[src/design/ptrs_pkg.sv]
// shared types and constants for the periodic task release scheduler
// no dependencies; imported by ptrs_cell, ptrs_div and the top level
`default_nettype none

package ptrs_pkg;

    localparam int TASKS_DEF   = 16;
    localparam int TICK_MS_DEF = 1;

    localparam int TIME_W = 32;
    localparam int IDX_W  = 4;
    localparam int MASK_W = 16;

    typedef enum logic [1:0] {
        FUNC_TICK,
        FUNC_LOAD,
        FUNC_SUSPEND,
        FUNC_SLEEP
    } ptrs_func_t;

    typedef enum logic [1:0] {
        ST_IDLE,
        ST_DIV,
        ST_SCAN,
        ST_DONE
    } ptrs_state_t;

    typedef struct packed {
        logic              running;
        logic [TIME_W-1:0] countdown;
        logic [TIME_W-1:0] period;
    } slot_t;

endpackage

`default_nettype wire

[src/design/ptrs_cell.sv]
// one slot of the rotating slot ring
// depends on ptrs_pkg for the slot record
`default_nettype none

module ptrs_cell (
    input  wire logic          clk,
    input  wire logic          rst_n,
    input  wire logic          shift,
    input  wire ptrs_pkg::slot_t din,
    output ptrs_pkg::slot_t    dout
);
    import ptrs_pkg::*;

    slot_t slot_reg;

    always_ff @(posedge clk or negedge rst_n)
    begin
        if (!rst_n)
        begin
            slot_reg <= '0;
        end
        else if (shift)
        begin
            slot_reg <= din;
        end
    end

    assign dout = slot_reg;

endmodule

`default_nettype wire

[src/design/ptrs_div.sv]
// division by the constant tick length as a multiply with its rounded-up reciprocal
// depends on ptrs_pkg for the time width
`default_nettype none

module ptrs_div #(
    parameter int TICK_MS = ptrs_pkg::TICK_MS_DEF
) (
    input  wire logic                        clk,
    input  wire logic                        rst_n,
    input  wire logic                        start,
    input  wire logic [ptrs_pkg::TIME_W-1:0] dividend,
    output logic                             done,
    output logic [ptrs_pkg::TIME_W-1:0]      quotient
);
    import ptrs_pkg::*;

    // reciprocal ceil(2^SHIFT / TICK_MS) is exact for every 32-bit dividend
    localparam int LG    = $clog2(TICK_MS);
    localparam int SHIFT = TIME_W + LG;
    localparam int MW    = TIME_W + 1;
    localparam int PW    = TIME_W + MW;
    localparam logic [63:0] RECIP_FULL =
        ((64'd1 << SHIFT) + 64'(TICK_MS) - 64'd1) / 64'(TICK_MS);
    localparam logic [MW-1:0] RECIP = RECIP_FULL[MW-1:0];

    logic              done_reg;
    logic [TIME_W-1:0] quo_reg;
    logic [PW-1:0]     prod;

    always_comb
    begin
        prod = {{MW{1'b0}}, dividend} * {{TIME_W{1'b0}}, RECIP};
    end

    always_ff @(posedge clk or negedge rst_n)
    begin
        if (!rst_n)
        begin
            done_reg <= 1'b0;
        end
        else
        begin
            done_reg <= start;
        end
    end

    always_ff @(posedge clk)
    begin
        if (start)
        begin
            quo_reg <= TIME_W'(prod >> SHIFT);
        end
    end

    assign done     = done_reg;
    assign quotient = quo_reg;

endmodule

`default_nettype wire

[src/design/periodic_task_release_scheduler_top.sv]
// top level of the periodic task release scheduler: control sequencer and slot ring
// depends on ptrs_pkg, ptrs_cell and ptrs_div
`default_nettype none

// The scheduler keeps TASKS periodic slots (countdown, period in ticks, running bit)
// in a ring of cells rotating one slot per cycle when walked. Each transaction on the
// input stream is one command, selected by s_tuser: tick, load, suspend or sleep.
// A tick walks the whole ring; every running slot whose countdown is zero is
// released (its bit goes into fire_mask) and reloads from its period, a zero
// period acting as one, and then every running slot counts down by one. Load,
// suspend and sleep act on the slot named by task_index while the ring passes
// it; an index at or beyond TASKS is ignored. Load and sleep first turn
// milliseconds into ticks by a multiply with the reciprocal of TICK_MS; sleep
// saturates the countdown at all ones. Every command yields exactly one output
// transaction, whose fire_mask is zero for anything but a tick. The block works on
// one command at a time: the next command can be taken only after the ring walk of
// one slot per cycle; load, suspend and sleep first pass through the registered
// reciprocal multiply.
// The result sits in an output register, so a stalled output holds back the next
// command only once the following result is also ready. Slots above fifteen are
// never addressable and never show in fire_mask.
module periodic_task_release_scheduler_top #(
    parameter int TASKS   = ptrs_pkg::TASKS_DEF,
    parameter int TICK_MS = ptrs_pkg::TICK_MS_DEF
) (
    input  wire logic        clk,
    input  wire logic        rst_n,
    // command side
    input  wire logic        s_tvalid,
    output logic             s_tready,
    input  wire logic [71:0] s_tdata,   // task_index[3:0], time_ms[35:4], delay_ticks[67:36], zeros
    input  wire logic [1:0]  s_tuser,   // func[1:0]
    // result side
    output logic             m_tvalid,
    input  wire logic        m_tready,
    output logic [15:0]      m_tdata    // fire_mask[15:0]
);
    import ptrs_pkg::*;

    localparam int KW = (TASKS > 1) ? $clog2(TASKS) : 1;
    localparam logic [KW-1:0] K_LAST = KW'(TASKS - 1);

    // control and command registers
    ptrs_state_t       state_reg, state_next;
    logic [KW-1:0]     k_reg, k_next;          // slot currently at the head of the ring
    logic [MASK_W-1:0] mask_reg, mask_next;
    ptrs_func_t        func_reg;
    logic [IDX_W-1:0]  idx_reg;
    logic [TIME_W-1:0] delay_reg;

    // output register
    logic              out_valid_reg;
    logic [MASK_W-1:0] out_mask_reg;

    logic accept;
    logic out_load;
    logic div_start;
    logic div_done;
    logic [TIME_W-1:0] ticks;

    // slot ring
    slot_t ring_q [TASKS];
    slot_t head;
    slot_t head_new;
    logic  fire;
    logic  hit;
    logic  ring_shift;
    logic [TIME_W:0] sleep_sum;

    assign accept     = s_tvalid && s_tready;
    assign div_start  = accept && (ptrs_func_t'(s_tuser) != FUNC_TICK);
    assign ring_shift = (state_reg == ST_SCAN);
    assign out_load   = (state_reg == ST_DONE) && (!out_valid_reg || m_tready);

    ptrs_div #(
        .TICK_MS (TICK_MS)
    ) u_div (
        .clk      (clk),
        .rst_n    (rst_n),
        .start    (div_start),
        .dividend (s_tdata[35:4]),
        .done     (div_done),
        .quotient (ticks)
    );

    // cell i takes from cell i+1; the last cell takes the updated head slot
    genvar gi;
    generate
        for (gi = 0; gi < TASKS; gi++)
        begin : g_ring
            if (gi == TASKS - 1)
            begin : g_tail
                ptrs_cell u_cell (
                    .clk   (clk),
                    .rst_n (rst_n),
                    .shift (ring_shift),
                    .din   (head_new),
                    .dout  (ring_q[gi])
                );
            end
            else
            begin : g_body
                ptrs_cell u_cell (
                    .clk   (clk),
                    .rst_n (rst_n),
                    .shift (ring_shift),
                    .din   (ring_q[gi+1]),
                    .dout  (ring_q[gi])
                );
            end
        end
    endgenerate

    assign head = ring_q[0];

    // update of the slot at the head of the ring
    always_comb
    begin
        head_new  = head;
        fire      = 1'b0;
        hit       = ({3'b000, idx_reg} == 7'(k_reg));
        sleep_sum = {1'b0, head.countdown} + {1'b0, ticks};
        case (func_reg)
            FUNC_TICK:
            begin
                if (head.running)
                begin
                    fire = (head.countdown == '0);
                    if (fire)
                    begin
                        // reload then count down; a zero period behaves as one
                        head_new.countdown = (head.period == '0) ? '0
                                                                 : head.period - 32'd1;
                    end
                    else
                    begin
                        head_new.countdown = head.countdown - 32'd1;
                    end
                end
            end
            FUNC_LOAD:
            begin
                if (hit)
                begin
                    head_new.period    = ticks;
                    head_new.countdown = delay_reg;
                    head_new.running   = 1'b1;
                end
            end
            FUNC_SUSPEND:
            begin
                if (hit)
                begin
                    head_new.running = 1'b0;
                end
            end
            FUNC_SLEEP:
            begin
                if (hit)
                begin
                    // saturate at all ones on overflow
                    head_new.countdown = sleep_sum[TIME_W] ? '1 : sleep_sum[TIME_W-1:0];
                end
            end
            default:
            begin
                head_new = head;
            end
        endcase
    end

    // sequencer
    always_comb
    begin
        state_next = state_reg;
        k_next     = k_reg;
        mask_next  = mask_reg;
        s_tready   = 1'b0;
        case (state_reg)
            ST_IDLE:
            begin
                s_tready = 1'b1;
                if (s_tvalid)
                begin
                    k_next    = '0;
                    mask_next = '0;
                    state_next = (ptrs_func_t'(s_tuser) == FUNC_TICK) ? ST_SCAN : ST_DIV;
                end
            end
            ST_DIV:
            begin
                if (div_done)
                begin
                    state_next = ST_SCAN;
                end
            end
            ST_SCAN:
            begin
                // bits for slots above fifteen shift out of the mask
                mask_next = mask_reg | (fire ? (MASK_W'(1) << k_reg) : '0);
                if (k_reg == K_LAST)
                begin
                    k_next     = '0;
                    state_next = ST_DONE;
                end
                else
                begin
                    k_next = k_reg + KW'(1);
                end
            end
            ST_DONE:
            begin
                if (out_load)
                begin
                    state_next = ST_IDLE;
                end
            end
            default:
            begin
                state_next = ST_IDLE;
            end
        endcase
    end

    always_ff @(posedge clk or negedge rst_n)
    begin
        if (!rst_n)
        begin
            state_reg     <= ST_IDLE;
            k_reg         <= '0;
            mask_reg      <= '0;
            out_valid_reg <= 1'b0;
        end
        else
        begin
            state_reg <= state_next;
            k_reg     <= k_next;
            mask_reg  <= mask_next;
            if (out_load)
            begin
                out_valid_reg <= 1'b1;
            end
            else if (m_tready)
            begin
                out_valid_reg <= 1'b0;
            end
        end
    end

    // command and result payload
    always_ff @(posedge clk)
    begin
        if (accept)
        begin
            func_reg  <= ptrs_func_t'(s_tuser);
            idx_reg   <= s_tdata[3:0];
            delay_reg <= s_tdata[67:36];
        end
        if (out_load)
        begin
            out_mask_reg <= mask_reg;
        end
    end

    assign m_tvalid = out_valid_reg;
    assign m_tdata  = out_mask_reg;

`ifndef SYNTHESIS
    // anything but a tick leaves an empty fire mask
    assert property (@(posedge clk) disable iff (!rst_n)
        (out_load && func_reg != FUNC_TICK) |-> (mask_reg == '0))
        else $error("non-tick command produced a nonzero fire mask");

    // an accepted tick starts the ring walk at slot zero
    assert property (@(posedge clk) disable iff (!rst_n)
        (accept && s_tuser == FUNC_TICK) |=> (state_reg == ST_SCAN && k_reg == '0))
        else $error("tick did not start the ring walk at slot zero");

    // the divider only finishes while the sequencer waits for it
    assert property (@(posedge clk) disable iff (!rst_n)
        div_done |-> (state_reg == ST_DIV))
        else $error("divider finished outside the divide state");

    // the head index never runs past the last slot
    assert property (@(posedge clk) disable iff (!rst_n)
        (state_reg == ST_SCAN) |-> (k_reg <= K_LAST))
        else $error("ring walk index out of range");

    // a result is loaded only once the previous one has left or is leaving
    assert property (@(posedge clk) disable iff (!rst_n)
        out_load |-> (!out_valid_reg || m_tready))
        else $error("output register overwritten while still pending");
`endif

endmodule

`default_nettype wire
[config.mk]
export PLATFORM = sky130hd
export DESIGN_NAME = periodic_task_release_scheduler_top
export DESIGN_NICKNAME = d
export VERILOG_FILES = /design/src/design/ptrs_pkg.sv /design/src/design/ptrs_cell.sv /design/src/design/ptrs_div.sv /design/src/design/periodic_task_release_scheduler_top.sv
export SDC_FILE = /design/constraint.sdc
export NUM_CORES = 2
export LEC_CHECK = 0
export BUFFER_PORTS_ARGS = -buffer_cell sky130_fd_sc_hd__clkbuf_2
export CORE_MARGIN = 2
export CORE_UTILIZATION = 35
export DETAILED_ROUTE_END_ITERATION = 6
export PLACE_DENSITY = 0.58
export SYNTH_ARGS = -nofsm -noshare
export SYNTH_HDL_FRONTEND = slang
export SYNTH_SLANG_ARGS = --single-unit
[constraint.sdc]
create_clock -name clk -period 8.3 [get_ports clk]
set_clock_uncertainty 0.2 [all_clocks]
set_input_delay 2.49 -clock clk [delete_from_list [all_inputs] [get_ports clk]]
set_output_delay 2.49 -clock clk [all_outputs]
set_load 0.02 [all_outputs]
==> flow_summary_export.csv <==
group,metric,value,unit
timing,fin_crit_sh,56.1,%
clock_tree,clock-sinks,1150,
floorplan,ioPinCount,96,
detailed_routing,drt_first_pass_iters,5,
detailed_routing,detail_route.drc_violations,0,
timing,finalSetupTns,0,ns
critical_path,required,8.72,ns
clock_tree,htreeDepth,3,
timing,finalSetupViolations,0,
placement,dp_hpwl,64.0,mm
timing,hold_slack,0.248,ns
floorplan,die_area,0.138,mm²
timing,timing.final.hold_violations,0,
placement,numPortBuffers,91,
logic_synthesis,ys_seq_area_share,61.7,%
placement,dp_cells,5057,
critical_path,critical_path_class,"reg2reg",
critical_path,crit_path_start_kind,"flop",
global_route,grt_remaining_overflow,0,
global_route,grt_max_degree,220,
power_and_ir_drop,p_sw_share,20.4,%
power_and_ir_drop,power.internal,9.02,mW
detailed_routing,routedWlPerCell,18.7,µm
logic_synthesis,synth_top_area_cell,"dfrtp_1",
detailed_routing,totalWireLength,98.9,mm
power_and_ir_drop,clkPwrFrac,48.9,%
timing,fmax,0.215,GHz
timing,slew_headroom,25.6,%
clock_tree,clock_latency,0.70,ns
logic_synthesis,yosys_warnings,0,
final_layout,syn_to_final_growth,13.8,%
timing,tightest_slew,1.12,ns
power_and_ir_drop,cellPowerDensity,210,mW/mm²
logic_synthesis,yosysTopAreaCellShare,56.2,%
power_and_ir_drop,finalPower,11.3,mW
floorplan,initial_core_util,35.4,%
power_and_ir_drop,pwr-share-comb,1.1,%
clock_tree,cts_buffers,117,
global_route,global_route.usage.total,14.4,%
final_layout,fin_cells,5279,
final_layout,fin_nets,3537,
floorplan,placementRows,134,
floorplan,core,0.134,mm²
final_layout,nFillCells,12457,
clock_tree,cts_hold_buf,0,
clock_tree,root_buffer,"clkbuf_16",
logic_synthesis,async_flop_share,92.5,%
min_path,hold_path_class,"reg2reg",
logic_synthesis,ys_types,74,
final_layout,largest_register_ffs,975,
logic_synthesis,avgSynthCellArea,14.1,µm²
outcome,status,"completed",
detailed_routing,drtAntennaViolNets,0,
final_layout,final_util,40.3,%
detailed_routing,first_iter_violations,1941,
critical_path,cp.arrival,5.07,ns
global_route,grt_first_pass_wirelength,157,mm
floorplan,die_h,372,µm
global_route,antenna_found_initial,0,
logic_synthesis,yosys-top-cells-area,"dfrtp_1, mux2_2, edfxtp_1",
final_layout,drive_above_1_share,37.5,%
clock_tree,cts_tree,"yes",
logic_synthesis,syn_nets,3477,
logic_synthesis,synth_area,0.0474,mm²
critical_path,setup.worst_path.end_class,"flop",
floorplan,die_width,372,µm
timing,layout_min_cycle_time,4.66,ns
power_and_ir_drop,vdd_ir_drop_max,182,µV
detailed_routing,vias,26587,
logic_synthesis,synth_edf_count,86,
power_and_ir_drop,p_seq_share,50.0,%
power_and_ir_drop,power_leakage,26.2,nW
logic_synthesis,netlist_instances,3348,
critical_path,crit_fanout,21,
detailed_routing,vias_per_cell,5.04,
logic_synthesis,synth-main-ff-cell,"dfrtp_1",
clock_tree,clockBufferDepth,3,
global_route,grt_pass1_vias,26889,
clock_tree,post_cts_resize_count,0,
placement,routabilityCongestion,0.903,
clock_tree,path_clk_slew,0.06,ns
timing,maxSlewViolCount,0,
power_and_ir_drop,switching_power,2.31,mW
timing,rsz0062_at_grt,"false",
job,maxCapViolations,0,
logic_synthesis,ys_seq_elements,1150,
clock_tree,post_cts_buffers,0,
-- cell usage in the layout (no fill, tap or decap), drive strengths merged, types with 5 or more instances in the layout --
cell type,synthesis,layout
a211oi,12,12
a21o,17,17
a21oi,119,119
a31oi,28,28
a32oi,7,7
and2,8,8
and3,10,10
buf,21,41
bufinv,0,16
clkbuf,169,253
clkinv,1,35
dfrtp,1064,1064
edfxtp,86,86
ha,50,50
inv,31,35
mux2,967,967
mux2i,47,47
nand2,96,96
nand2b,13,13
nand3,31,31
nand3b,21,21
nand4,13,13
nor2,147,147
nor3,32,32
nor4,28,28
o211ai,12,12
o21a,7,7
o21ai,115,115
o21bai,5,5
o221ai,16,16
o22ai,13,13
o31ai,14,14
o32ai,5,5
or2,6,6
or3,17,17
or4,8,8
xnor2,29,29
xor2,27,27
-- critical path, cell delays in order, from the launching register on --
cell	delay, ns
dfrtp_1	0.51
nor4_1	0.74
nand4_1	0.61
or4_4	0.91
nor2_2	0.66
a22oi_1	0.14
o21ai_0	0.48
o221ai_1	0.21
nor2_1	0.11
-- kinds of logic (layout without fill, tap and decap cells) --
kind of cell | after synthesis | count (layout) | share of synthesized area [%]
buf+inv | 222 | 384 | 1.82
mux | 1014 | 1014 | 24.0
simple gates | 438 | 438 | 4.63
xor+xnor | 56 | 56 | 1.04
other cells | 0 | 1 | 0
flops | 1150 | 1150 | 61.7
compound gates | 417 | 417 | 5.47
fa+ha+maj | 51 | 51 | 1.36
-- cells in the mapped netlist (13+ instances only) --
| cell type | instances |
|---|---|
| xor2_1 | 27 |
| a21o_1 | 17 |
| o21ai_0 | 112 |
| ha_1 | 50 |
| dfrtp_1 | 1064 |
| nand2_1 | 96 |
| clkbuf_1 | 169 |
| nand4_1 | 13 |
| or3_1 | 16 |
| o22ai_1 | 13 |
| nor4_1 | 24 |
| mux2i_1 | 47 |
| nand3b_1 | 21 |
| nand3_1 | 31 |
| a21oi_1 | 119 |
| nand2b_1 | 13 |
| o31ai_1 | 14 |
| xnor2_1 | 29 |
| nor2_1 | 146 |
| mux2_2 | 967 |
| a31oi_1 | 28 |
| inv_1 | 31 |
| nor3_1 | 31 |
| o221ai_1 | 16 |
| edfxtp_1 | 86 |
-- per-layer routing --
metal | part of all wire [%] | vias to the layer above | global-route usage (%) | wire, µm
met5 | 0 | - | 0 | 0
met4 | 2.1 | 0 | 3.81 | 2030
met3 | 5.1 | 152 | 2.69 | 5000
met2 | 46 | 533 | 22.7 | 45100
met1 | 47 | 13605 | 20.4 | 46800
li1 | - | 12297 | - | -
-- final timing paths --
kind / slack (ns) / cells past startpoint / from / endpoint
min in group asynchronous: 1.65 / 1 / rst_n / g_ring[14].g_body.u_cell.dout[11]
setup reg to reg: 3.64 / 8 / g_ring[0].g_body.u_cell.dout[38] / g_ring[15].g_tail.u_cell.dout[49]
hold reg to reg: 0.25 / 0 / mask_reg[14] / m_tdata[14]
max in group asynchronous: 4.68 / 2 / rst_n / g_ring[6].g_body.u_cell.dout[38]
hold / removal: 0.25 / 0 / mask_reg[14] / m_tdata[14]
setup / recovery: 3.64 / 8 / g_ring[0].g_body.u_cell.dout[38] / g_ring[15].g_tail.u_cell.dout[49]
-- power by group through the flow --
stage / clock network, mW / registers [mW] / logic (mW)
final: 5.54 / 5.66 / 0.128
after global routing: 5.97 / 5.66 / 0.153
after CTS: 5.73 / 5.66 / 0.140
after detailed placement: 0 / 5.77 / 0.139
after global placement: 0 / 5.77 / 0.138
after floorplan: 0 / 5.77 / 0.000367
-- layout make-up --
class | instances | area (µm²) | area share (%)
flip-flops and latches | 1150 | 29200 | 54.2
multi-input cells | 1976 | 17300 | 32.1
clock buffers | 163 | 3370 | 6.26
well taps | 1768 | 2210 | 4.11
repair buffers | 131 | 878 | 1.63
clock inverters | 58 | 778 | 1.44
inverters | 32 | 120 | 0.223
diodes | 1 | 2.50 | 0.00464
-- stage by stage --
stage               area, µm²  worst slack, ns
floorplan               47400             3.70
global placement        49700             3.75
detailed placement      49700             3.79
CTS                     53900             3.73
global route            53900             3.46
finish                  53900             3.64
(Power assumes the default switching activity.)
